File: src/rtl/ssre_pkg.sv
`timescale 1ns / 1ps
// ssre_pkg: shared codes, command and status types of the stack sort/reverse engine.
package ssre_pkg;

  localparam int unsigned WordW  = 32;
  localparam int unsigned OpW    = 3;
  localparam int unsigned SortW  = 5;
  localparam int unsigned StatW  = 2;

  // operation codes
  localparam logic [OpW-1:0] OP_PUSH    = 3'd0;
  localparam logic [OpW-1:0] OP_POP     = 3'd1;
  localparam logic [OpW-1:0] OP_SORT    = 3'd2;
  localparam logic [OpW-1:0] OP_REVERSE = 3'd3;
  localparam logic [OpW-1:0] OP_DRAIN   = 3'd4;

  // status codes
  localparam logic [StatW-1:0] ST_OK    = 2'd0;
  localparam logic [StatW-1:0] ST_EMPTY = 2'd1;
  localparam logic [StatW-1:0] ST_FULL  = 2'd2;

  // read address select
  typedef enum logic [2:0] {
    RD_TOP = 3'd0,  // entry_count - 1
    RD_I   = 3'd1,
    RD_J   = 3'd2,
    RD_JM1 = 3'd3,
    RD_JM2 = 3'd4
  } rd_sel_e;

  // write address/data select
  typedef enum logic [1:0] {
    WR_PUSH = 2'd0,  // store[count] = push value
    WR_JRD  = 2'd1,  // store[j] = read data
    WR_JKEY = 2'd2,  // store[j] = key
    WR_IRD  = 2'd3   // store[i] = read data
  } wr_sel_e;

  typedef enum logic [1:0] {
    CNT_HOLD = 2'd0,
    CNT_INC  = 2'd1,
    CNT_DEC  = 2'd2
  } cnt_op_e;

  typedef enum logic [2:0] {
    IDX_HOLD      = 3'd0,
    IDX_SORT_INIT = 3'd1,
    IDX_REV_INIT  = 3'd2,
    IDX_I_INC     = 3'd3,
    IDX_J_FROM_I  = 3'd4,
    IDX_J_DEC     = 3'd5,
    IDX_SWAP_STEP = 3'd6
  } idx_op_e;

  typedef struct packed {
    logic             capture;
    logic             rd_en;
    rd_sel_e          rd_sel;
    logic             wr_en;
    wr_sel_e          wr_sel;
    cnt_op_e          cnt_op;
    idx_op_e          idx_op;
    logic             key_ld;
    logic             resp;
    logic             resp_value;
    logic [StatW-1:0] resp_status;
    logic             resp_last;
  } cmd_t;

  typedef struct packed {
    logic [OpW-1:0] op;
    logic           empty;
    logic           full;
    logic           sort_small;
    logic           i_at_count;
    logic           jm1_gt_lo;
    logic           key_less;
    logic           i_ge_j;
  } stat_t;

endpackage

File: src/rtl/ssre_dpath.sv
`timescale 1ns / 1ps
// ssre_dpath: stack store, index registers, comparator and result registers.
module ssre_dpath #(
  parameter int unsigned STACK_DEPTH = 16
) (
  input  logic                                clk_i,
  input  logic                                rst_ni,
  input  ssre_pkg::cmd_t                      cmd_i,
  output ssre_pkg::stat_t                     stat_o,
  input  logic [ssre_pkg::OpW-1:0]            operation_i,
  input  logic signed [ssre_pkg::WordW-1:0]   push_value_i,
  input  logic [ssre_pkg::SortW-1:0]          sort_count_i,
  output logic signed [ssre_pkg::WordW-1:0]   out_value_o,
  output logic                                value_valid_o,
  output logic [ssre_pkg::StatW-1:0]          status_o,
  output logic                                last_o,
  output logic                                done_o
);

  localparam int unsigned AW = (STACK_DEPTH > 1) ? $clog2(STACK_DEPTH) : 1;
  localparam int unsigned CW = $clog2(STACK_DEPTH + 1);
  localparam int unsigned NW = (CW > ssre_pkg::SortW) ? CW : ssre_pkg::SortW;
  localparam logic [CW-1:0] DepthC = CW'(STACK_DEPTH);

  logic signed [ssre_pkg::WordW-1:0] mem_q [STACK_DEPTH];
  logic signed [ssre_pkg::WordW-1:0] rdata_q;
  logic signed [ssre_pkg::WordW-1:0] key_q;
  logic signed [ssre_pkg::WordW-1:0] push_val_q;
  logic [ssre_pkg::OpW-1:0]          op_q;
  logic [ssre_pkg::SortW-1:0]        sort_cnt_q;

  logic [CW-1:0] count_q, count_d;
  logic [CW-1:0] i_q, i_d, j_q, j_d, lo_q, lo_d;

  logic [NW-1:0] sort_n_ext, count_ext, n_sat;
  logic [CW-1:0] lo_calc;
  logic [CW-1:0] rd_idx, wr_idx;
  logic signed [ssre_pkg::WordW-1:0] wr_data;

  logic signed [ssre_pkg::WordW-1:0] out_value_q;
  logic                              value_valid_q, last_q, done_q;
  logic [ssre_pkg::StatW-1:0]        status_q;

  // saturated sort length and lowest sorted slot
  assign sort_n_ext = NW'(sort_cnt_q);
  assign count_ext  = NW'(count_q);
  assign n_sat      = (sort_n_ext > count_ext) ? count_ext : sort_n_ext;
  assign lo_calc    = count_q - n_sat[CW-1:0];

  // captured command word
  always_ff @(posedge clk_i) begin
    if (cmd_i.capture) begin
      op_q       <= operation_i;
      push_val_q <= push_value_i;
      sort_cnt_q <= sort_count_i;
    end
    if (cmd_i.key_ld) begin
      key_q <= rdata_q;
    end
  end

  always_comb begin
    unique case (cmd_i.rd_sel)
      ssre_pkg::RD_TOP: rd_idx = count_q - CW'(1);
      ssre_pkg::RD_I:   rd_idx = i_q;
      ssre_pkg::RD_J:   rd_idx = j_q;
      ssre_pkg::RD_JM1: rd_idx = j_q - CW'(1);
      ssre_pkg::RD_JM2: rd_idx = j_q - CW'(2);
      default:          rd_idx = i_q;
    endcase
  end

  always_comb begin
    unique case (cmd_i.wr_sel)
      ssre_pkg::WR_PUSH: begin
        wr_idx  = count_q;
        wr_data = push_val_q;
      end
      ssre_pkg::WR_JRD: begin
        wr_idx  = j_q;
        wr_data = rdata_q;
      end
      ssre_pkg::WR_JKEY: begin
        wr_idx  = j_q;
        wr_data = key_q;
      end
      ssre_pkg::WR_IRD: begin
        wr_idx  = i_q;
        wr_data = rdata_q;
      end
      default: begin
        wr_idx  = j_q;
        wr_data = key_q;
      end
    endcase
  end

  // stack store: one write port, one registered read port
  always_ff @(posedge clk_i) begin
    if (cmd_i.wr_en) begin
      mem_q[wr_idx[AW-1:0]] <= wr_data;
    end
  end

  always_ff @(posedge clk_i) begin
    if (cmd_i.rd_en) begin
      rdata_q <= mem_q[rd_idx[AW-1:0]];
    end
  end

  always_comb begin
    unique case (cmd_i.cnt_op)
      ssre_pkg::CNT_INC: count_d = count_q + CW'(1);
      ssre_pkg::CNT_DEC: count_d = count_q - CW'(1);
      default:           count_d = count_q;
    endcase
  end

  always_comb begin
    i_d  = i_q;
    j_d  = j_q;
    lo_d = lo_q;
    unique case (cmd_i.idx_op)
      ssre_pkg::IDX_SORT_INIT: begin
        lo_d = lo_calc;
        i_d  = lo_calc + CW'(1);
      end
      ssre_pkg::IDX_REV_INIT: begin
        i_d = '0;
        j_d = count_q - CW'(1);
      end
      ssre_pkg::IDX_I_INC:    i_d = i_q + CW'(1);
      ssre_pkg::IDX_J_FROM_I: j_d = i_q;
      ssre_pkg::IDX_J_DEC:    j_d = j_q - CW'(1);
      ssre_pkg::IDX_SWAP_STEP: begin
        i_d = i_q + CW'(1);
        j_d = j_q - CW'(1);
      end
      default: ;
    endcase
  end

  always_ff @(posedge clk_i or negedge rst_ni) begin
    if (!rst_ni) begin
      count_q <= '0;
    end else begin
      count_q <= count_d;
    end
  end

  always_ff @(posedge clk_i) begin
    i_q  <= i_d;
    j_q  <= j_d;
    lo_q <= lo_d;
  end

  // result registers
  always_ff @(posedge clk_i) begin
    if (cmd_i.resp) begin
      out_value_q   <= cmd_i.resp_value ? rdata_q : '0;
      value_valid_q <= cmd_i.resp_value;
      status_q      <= cmd_i.resp_status;
      last_q        <= cmd_i.resp_last;
    end
  end

  always_ff @(posedge clk_i or negedge rst_ni) begin
    if (!rst_ni) begin
      done_q <= 1'b0;
    end else begin
      done_q <= cmd_i.resp;
    end
  end

  assign stat_o.op         = op_q;
  assign stat_o.empty      = (count_q == '0);
  assign stat_o.full       = (count_q >= DepthC);
  assign stat_o.sort_small = (n_sat < NW'(2));
  assign stat_o.i_at_count = (i_q == count_q);
  assign stat_o.jm1_gt_lo  = (j_q > (lo_q + CW'(1)));
  assign stat_o.key_less   = (key_q < rdata_q);
  assign stat_o.i_ge_j     = (i_q >= j_q);

  assign out_value_o   = out_value_q;
  assign value_valid_o = value_valid_q;
  assign status_o      = status_q;
  assign last_o        = last_q;
  assign done_o        = done_q;

endmodule

File: src/rtl/ssre_ctrl.sv
`timescale 1ns / 1ps
// ssre_ctrl: sequencer for push, pop, drain, insertion sort and reverse.
module ssre_ctrl (
  input  logic            clk_i,
  input  logic            rst_ni,
  input  logic            start,
  output logic            busy,
  input  ssre_pkg::stat_t stat_i,
  output ssre_pkg::cmd_t  cmd_o
);

  localparam logic [3:0] S_IDLE       = 4'd0;
  localparam logic [3:0] S_DISPATCH   = 4'd1;
  localparam logic [3:0] S_POP_RD     = 4'd2;
  localparam logic [3:0] S_POP_OUT    = 4'd3;
  localparam logic [3:0] S_SORT_RDKEY = 4'd4;
  localparam logic [3:0] S_SORT_KEY   = 4'd5;
  localparam logic [3:0] S_SORT_CMP   = 4'd6;
  localparam logic [3:0] S_SORT_PUT   = 4'd7;
  localparam logic [3:0] S_REV_RDA    = 4'd8;
  localparam logic [3:0] S_REV_RDB    = 4'd9;
  localparam logic [3:0] S_REV_SWAP1  = 4'd10;
  localparam logic [3:0] S_REV_SWAP2  = 4'd11;

  logic [3:0] state_q, state_d;

  always_comb begin
    state_d = state_q;
    cmd_o   = '0;
    unique case (state_q)
      S_IDLE: begin
        if (start) begin
          cmd_o.capture = 1'b1;
          state_d       = S_DISPATCH;
        end
      end

      S_DISPATCH: begin
        state_d = S_IDLE;
        cmd_o.resp_last = 1'b1;
        unique case (stat_i.op)
          ssre_pkg::OP_PUSH: begin
            cmd_o.resp = 1'b1;
            if (stat_i.full) begin
              cmd_o.resp_status = ssre_pkg::ST_FULL;
            end else begin
              cmd_o.wr_en  = 1'b1;
              cmd_o.wr_sel = ssre_pkg::WR_PUSH;
              cmd_o.cnt_op = ssre_pkg::CNT_INC;
            end
          end
          ssre_pkg::OP_POP, ssre_pkg::OP_DRAIN: begin
            if (stat_i.empty) begin
              cmd_o.resp        = 1'b1;
              cmd_o.resp_status = ssre_pkg::ST_EMPTY;
            end else begin
              state_d = S_POP_RD;
            end
          end
          ssre_pkg::OP_SORT: begin
            if (stat_i.sort_small) begin
              cmd_o.resp = 1'b1;
            end else begin
              cmd_o.idx_op = ssre_pkg::IDX_SORT_INIT;
              state_d      = S_SORT_RDKEY;
            end
          end
          ssre_pkg::OP_REVERSE: begin
            if (stat_i.empty) begin
              cmd_o.resp        = 1'b1;
              cmd_o.resp_status = ssre_pkg::ST_EMPTY;
            end else begin
              cmd_o.idx_op = ssre_pkg::IDX_REV_INIT;
              state_d      = S_REV_RDA;
            end
          end
          default: cmd_o.resp = 1'b1;  // unused codes
        endcase
      end

      S_POP_RD: begin
        cmd_o.rd_en  = 1'b1;
        cmd_o.rd_sel = ssre_pkg::RD_TOP;
        cmd_o.cnt_op = ssre_pkg::CNT_DEC;
        state_d      = S_POP_OUT;
      end

      S_POP_OUT: begin
        cmd_o.resp       = 1'b1;
        cmd_o.resp_value = 1'b1;
        cmd_o.resp_last  = (stat_i.op == ssre_pkg::OP_POP) || stat_i.empty;
        state_d = ((stat_i.op == ssre_pkg::OP_DRAIN) && !stat_i.empty) ? S_POP_RD : S_IDLE;
      end

      S_SORT_RDKEY: begin
        if (stat_i.i_at_count) begin
          cmd_o.resp      = 1'b1;
          cmd_o.resp_last = 1'b1;
          state_d         = S_IDLE;
        end else begin
          cmd_o.rd_en  = 1'b1;
          cmd_o.rd_sel = ssre_pkg::RD_I;
          cmd_o.idx_op = ssre_pkg::IDX_J_FROM_I;
          state_d      = S_SORT_KEY;
        end
      end

      S_SORT_KEY: begin
        cmd_o.key_ld = 1'b1;
        cmd_o.rd_en  = 1'b1;
        cmd_o.rd_sel = ssre_pkg::RD_JM1;
        state_d      = S_SORT_CMP;
      end

      S_SORT_CMP: begin
        if (stat_i.key_less) begin
          // shift the larger entry up one slot
          cmd_o.wr_en  = 1'b1;
          cmd_o.wr_sel = ssre_pkg::WR_JRD;
          cmd_o.idx_op = ssre_pkg::IDX_J_DEC;
          if (stat_i.jm1_gt_lo) begin
            cmd_o.rd_en  = 1'b1;
            cmd_o.rd_sel = ssre_pkg::RD_JM2;
          end else begin
            state_d = S_SORT_PUT;
          end
        end else begin
          state_d = S_SORT_PUT;
        end
      end

      S_SORT_PUT: begin
        cmd_o.wr_en  = 1'b1;
        cmd_o.wr_sel = ssre_pkg::WR_JKEY;
        cmd_o.idx_op = ssre_pkg::IDX_I_INC;
        state_d      = S_SORT_RDKEY;
      end

      S_REV_RDA: begin
        if (stat_i.i_ge_j) begin
          cmd_o.resp      = 1'b1;
          cmd_o.resp_last = 1'b1;
          state_d         = S_IDLE;
        end else begin
          cmd_o.rd_en  = 1'b1;
          cmd_o.rd_sel = ssre_pkg::RD_I;
          state_d      = S_REV_RDB;
        end
      end

      S_REV_RDB: begin
        cmd_o.key_ld = 1'b1;
        cmd_o.rd_en  = 1'b1;
        cmd_o.rd_sel = ssre_pkg::RD_J;
        state_d      = S_REV_SWAP1;
      end

      S_REV_SWAP1: begin
        cmd_o.wr_en  = 1'b1;
        cmd_o.wr_sel = ssre_pkg::WR_IRD;
        state_d      = S_REV_SWAP2;
      end

      S_REV_SWAP2: begin
        cmd_o.wr_en  = 1'b1;
        cmd_o.wr_sel = ssre_pkg::WR_JKEY;
        cmd_o.idx_op = ssre_pkg::IDX_SWAP_STEP;
        state_d      = S_REV_RDA;
      end

      default: state_d = S_IDLE;
    endcase
  end

  always_ff @(posedge clk_i or negedge rst_ni) begin
    if (!rst_ni) begin
      state_q <= S_IDLE;
    end else begin
      state_q <= state_d;
    end
  end

  assign busy = (state_q != S_IDLE);

endmodule

File: src/rtl/stack_sort_reverse_engine.sv
`timescale 1ns / 1ps
// stack_sort_reverse_engine: top level, bounded LIFO stack with sort, reverse and drain.
// Push, unused codes and error answers give one result word; pop gives the top word;
// drain gives every word, top first. Reverse swaps pairs from the ends inward; sort of n
// entries inserts each of the n-1 keys in turn, shifting larger entries up one slot.
// Cost is set by the stack store, which has one write port and one registered read port.
// Reset clears the entry count and the sequencer; store contents stay undefined.
// busy drops in the cycle the final word shows on done_o; results cannot be stalled.
module stack_sort_reverse_engine #(
  parameter int unsigned STACK_DEPTH = 16  // 2 .. 64
) (
  input  logic                              clk_i,
  input  logic                              rst_ni,
  input  logic                              start,
  output logic                              busy,
  input  logic [ssre_pkg::OpW-1:0]          operation_i,
  input  logic signed [ssre_pkg::WordW-1:0] push_value_i,
  input  logic [ssre_pkg::SortW-1:0]        sort_count_i,
  output logic signed [ssre_pkg::WordW-1:0] out_value_o,
  output logic                              value_valid_o,
  output logic [ssre_pkg::StatW-1:0]        status_o,
  output logic                              last_o,
  output logic                              done_o
);

  // command/status link between sequencer and datapath
  ssre_pkg::cmd_t  cmd;
  ssre_pkg::stat_t stat;

  // sequencer: decodes the captured operation and walks the store
  ssre_ctrl u_ctrl (
    .clk_i  (clk_i),
    .rst_ni (rst_ni),
    .start  (start),
    .busy   (busy),
    .stat_i (stat),
    .cmd_o  (cmd)
  );

  // datapath: store, entry count, index registers, key compare, result word
  ssre_dpath #(
    .STACK_DEPTH (STACK_DEPTH)
  ) u_dpath (
    .clk_i         (clk_i),
    .rst_ni        (rst_ni),
    .cmd_i         (cmd),
    .stat_o        (stat),
    .operation_i   (operation_i),
    .push_value_i  (push_value_i),
    .sort_count_i  (sort_count_i),
    .out_value_o   (out_value_o),
    .value_valid_o (value_valid_o),
    .status_o      (status_o),
    .last_o        (last_o),
    .done_o        (done_o)
  );

endmodule
File: config.mk
export PLATFORM = sky130hd
export DESIGN_NAME = stack_sort_reverse_engine
export DESIGN_NICKNAME = d
export VERILOG_FILES = /design/src/rtl/ssre_pkg.sv /design/src/rtl/ssre_dpath.sv /design/src/rtl/ssre_ctrl.sv /design/src/rtl/stack_sort_reverse_engine.sv
export SDC_FILE = /design/constraint.sdc
export NUM_CORES = 1
export LEC_CHECK = 0
export ABC_AREA = 1
export BUFFER_PORTS_ARGS = -buffer_cell sky130_fd_sc_hd__buf_2
export CORE_MARGIN = 4
export CORE_UTILIZATION = 25
export DETAILED_ROUTE_END_ITERATION = 8
export PLACE_DENSITY = 0.4
export SLEW_MARGIN = 20
export SYNTH_ARGS = -nofsm -noshare
export SYNTH_HDL_FRONTEND = slang
export SYNTH_SLANG_ARGS = --single-unit
File: constraint.sdc
create_clock -name clk_i -period 6.1 [get_ports clk_i]
set_clock_uncertainty 0.2 [all_clocks]
set_input_delay 0.61 -clock clk_i [delete_from_list [all_inputs] [get_ports clk_i]]
set_output_delay 0.61 -clock clk_i [all_outputs]
set_load 0.05 [all_outputs]
==> metrics.txt <==
Netlist cell types 43; Crit Path Class flip-flop to flip-flop; ANT nets after route 0; CP Buf/Inv Count 3; Slew HR 0.2819; Worst-Skew Late Latency 0.64 ns; Tcrit/Tclk final 0.8685; CP max-delay cell nor2_4; drt pass-1 iters 5; most used cell, CP nand2_1; dpl ws 0.6890 ns; status complete, no violations; vias in the first global route 20,062; RePlAce Congestion 0.7827; fin. max-slew vios 0; # DRC 0; CP arrival 5.41 ns; final wirelength 93.92 mm; via count 20,699; critical path's largest stage delay 0.77 ns; Hold Fails Final Rpt 0; Synthesized Nets 2,919; # H-tree levels 3; Maximum Capacitance Violations 0; CTS sink cnt 677; nets 3,051; Worst setup EP type flip-flop; Seq/Total Area, Yosys 0.6640; share of layout cells above drive strength 1 0.1025; Synth Flop Type edfxtp_1; EDFF count, synth 667; setup repair bufs after CTS 0; die width 357.5 um; Synth area leader edfxtp_1; critical path fanouts, max 19; vias per cell 4.474; first-pass GRT wire length 138.7 mm; Final setup viols 0; Rows 127; cell family with the largest share of critical-path delay simple AND/OR/NAND/NOR gates; DIE AREA 0.1278 mm^2; Post-Syn Area 0.03054 mm^2; Cell Chain, Critical Path inv_1 > ha_1 > nand2_1 > o21a_1 > nand2_1 > nand2_1 > nand2_1 > nand2_1 > nand3_1 > nand3_1 > inv_1 > nor2_4 > ha_1 > a21oi_1 > a22oi_1 > nand3_1 > nor2_4 > buf_4; Slew @ Worst Pin 1.077 ns; hold wc startpoint push_value_i[27]; synth cell count leaders edfxtp_1, nand3_1, nand2_1, inv_1, nor2_1; Synth Warn # 0; unrepaired setup endpoints after global routing false; CTS tree built; cts hold-fix bufs 40; DP Wirelength 56.47 mm; Peak Freq 0.1887 GHz; most common cell in the netlist edfxtp_1; Initial Util 0.2532; HP Class primary input to flip-flop; GRT Total Usage 0.1447; IO Pins 81; fraction of registers with async set/reset 0.01477; CP required 6.21 ns; setup TNS 0 ns; FF-to-FF Start u_dpath.rdata_q[7]$_DFFE_PP_; Num CTS Buffers 81; largest net degree at the start of global routing 172; FF+latch count, synth 677; DRC marker count from the first detailed-route iteration 1,856; Setup crit start kind flip-flop; syn_area_per_cell 10.85 um^2; die height 357.5 um; number of diodes 0; Synth Instances 2,816; share of the synthesized area in the top cell type 0.6558; ranking of synthesized cells by area edfxtp_1, nand3_1, nand2_1; total grt overflow 0; clock transition at the registers of the reported paths 0.05 ns; CTS max path bufs 3; DR WL/cell 20.30 um; CTS Root Cell clkbuf_16; core area 0.1206 mm^2; Crit. Startpoint u_dpath.rdata_q[7]$_DFFE_PP_; Post-CTS Resized 0; worst setup margin 0.8019 ns; initial antenna violation count 6; I/O Buffers 80; minimum clock period 5.298 ns; Area Growth Syn to Fin 17.91%
-- kinds of logic after synthesis --
logic type      after synthesis  share of synthesized area
simple gates               1386                     0.2032
flops                       677                     0.6640
buf+inv                     549                    0.07653
compound gates              128                    0.02683
fa+ha+maj                    60                    0.02483
xor+xnor                     16                   0.004588
-- placed cells by master, fill, tap and decap left out, drive strengths merged, types with 6 or more instances in the layout --
cell	synthesis	layout
dfrtp	10	10
edfxtp	667	667
ha	59	59
nand2	600	600
xnor2	6	6
dlygate4sd3	0	40
o221ai	8	8
clkinv	1	34
a21oi	38	38
a22oi	7	7
nand4	9	9
o211ai	33	33
buf	95	160
nor2	95	95
o21ai	25	25
xor2	10	10
nand3b	34	34
nand3	641	641
clkbuf	56	109
inv	397	399
-- area by class of cell --
type	count	area, um^2
Tap cell	1612	2017
Clock inverter	40	330.3
Inverter	398	1498
Sequential cell	677	20280
Timing Repair Buffer	200	1551
Clock buffer	109	2195
Fill cell	12407	84590
Multi-Input combinational cell	1590	8142
-- layer usage --
layer,vias to the layer above,GRT usage,share of wire
li1,9918,-,-
met1,10181,0.2160,0.49
met2,499,0.2226,0.44
met3,101,0.01994,0.049
met4,0,0.03296,0.017
met5,-,0,0
-- registers in the layout, summed over array words and instances (netlist names), 5 cells and up --
name and count:
u_dpath.i_q 5, u_dpath.sort_cnt_q 5, u_dpath.lo_q 5, u_dpath.key_q 32
u_dpath.count_ext 5, u_dpath.rdata_q 32, u_dpath.j_q 5, u_dpath.out_value_o 32
u_dpath.push_val_q 32, u_dpath.mem_q 512
-- path summary, 6_finish.rpt --
check	endpoint	slack (ns)	depth (start not counted)
worst min register to register	u_dpath.key_q[16]$_DFFE_PP_	0.25	0
worst min-delay path	u_dpath.push_val_q[27]$_DFFE_PP_	0.04	1
worst max register to register	u_dpath.mem_q[10][24]$_DFFE_PP_	0.80	18
worst max-delay path	u_dpath.mem_q[10][24]$_DFFE_PP_	0.80	18
min in group asynchronous	u_dpath.done_o$_DFF_PN0_	0.20	2
max in group asynchronous	u_dpath.count_ext[0]$_DFFE_PN0P_	5.27	2
-- stage by stage --
step / std cells / util / instance area (um^2) / hold WS (ns)
after floorplan: 2816 / - / 30540 / 0.1144
after global placement: 4436 / 0.2742 / 33070 / 0.2287
after detailed placement: 4436 / 0.2742 / 33070 / 0.2355
after CTS: 4625 / 0.2984 / 35990 / 0.007229
after global routing: 4626 / 0.2986 / 36010 / 0.01022
final: 4626 / 0.2986 / 36010 / 0.04188
-- worst register-to-register path, cell delays in order, from the launching register on --
cell and delay, ns:
edfxtp_1 0.59, inv_1 0.16, ha_1 0.32, nand2_1 0.07, o21a_1 0.18, nand2_1 0.10
nand2_1 0.06, nand2_1 0.22, nand2_1 0.14, nand3_1 0.13, nand3_1 0.23, inv_1 0.19
nor2_4 0.05, ha_1 0.35, a21oi_1 0.08, a22oi_1 0.38, nand3_1 0.42, nor2_4 0.77
buf_4 0.35
Power is not shown: default switching activity piles up to over one toggle a cycle in this logic, so the estimate is an artifact.
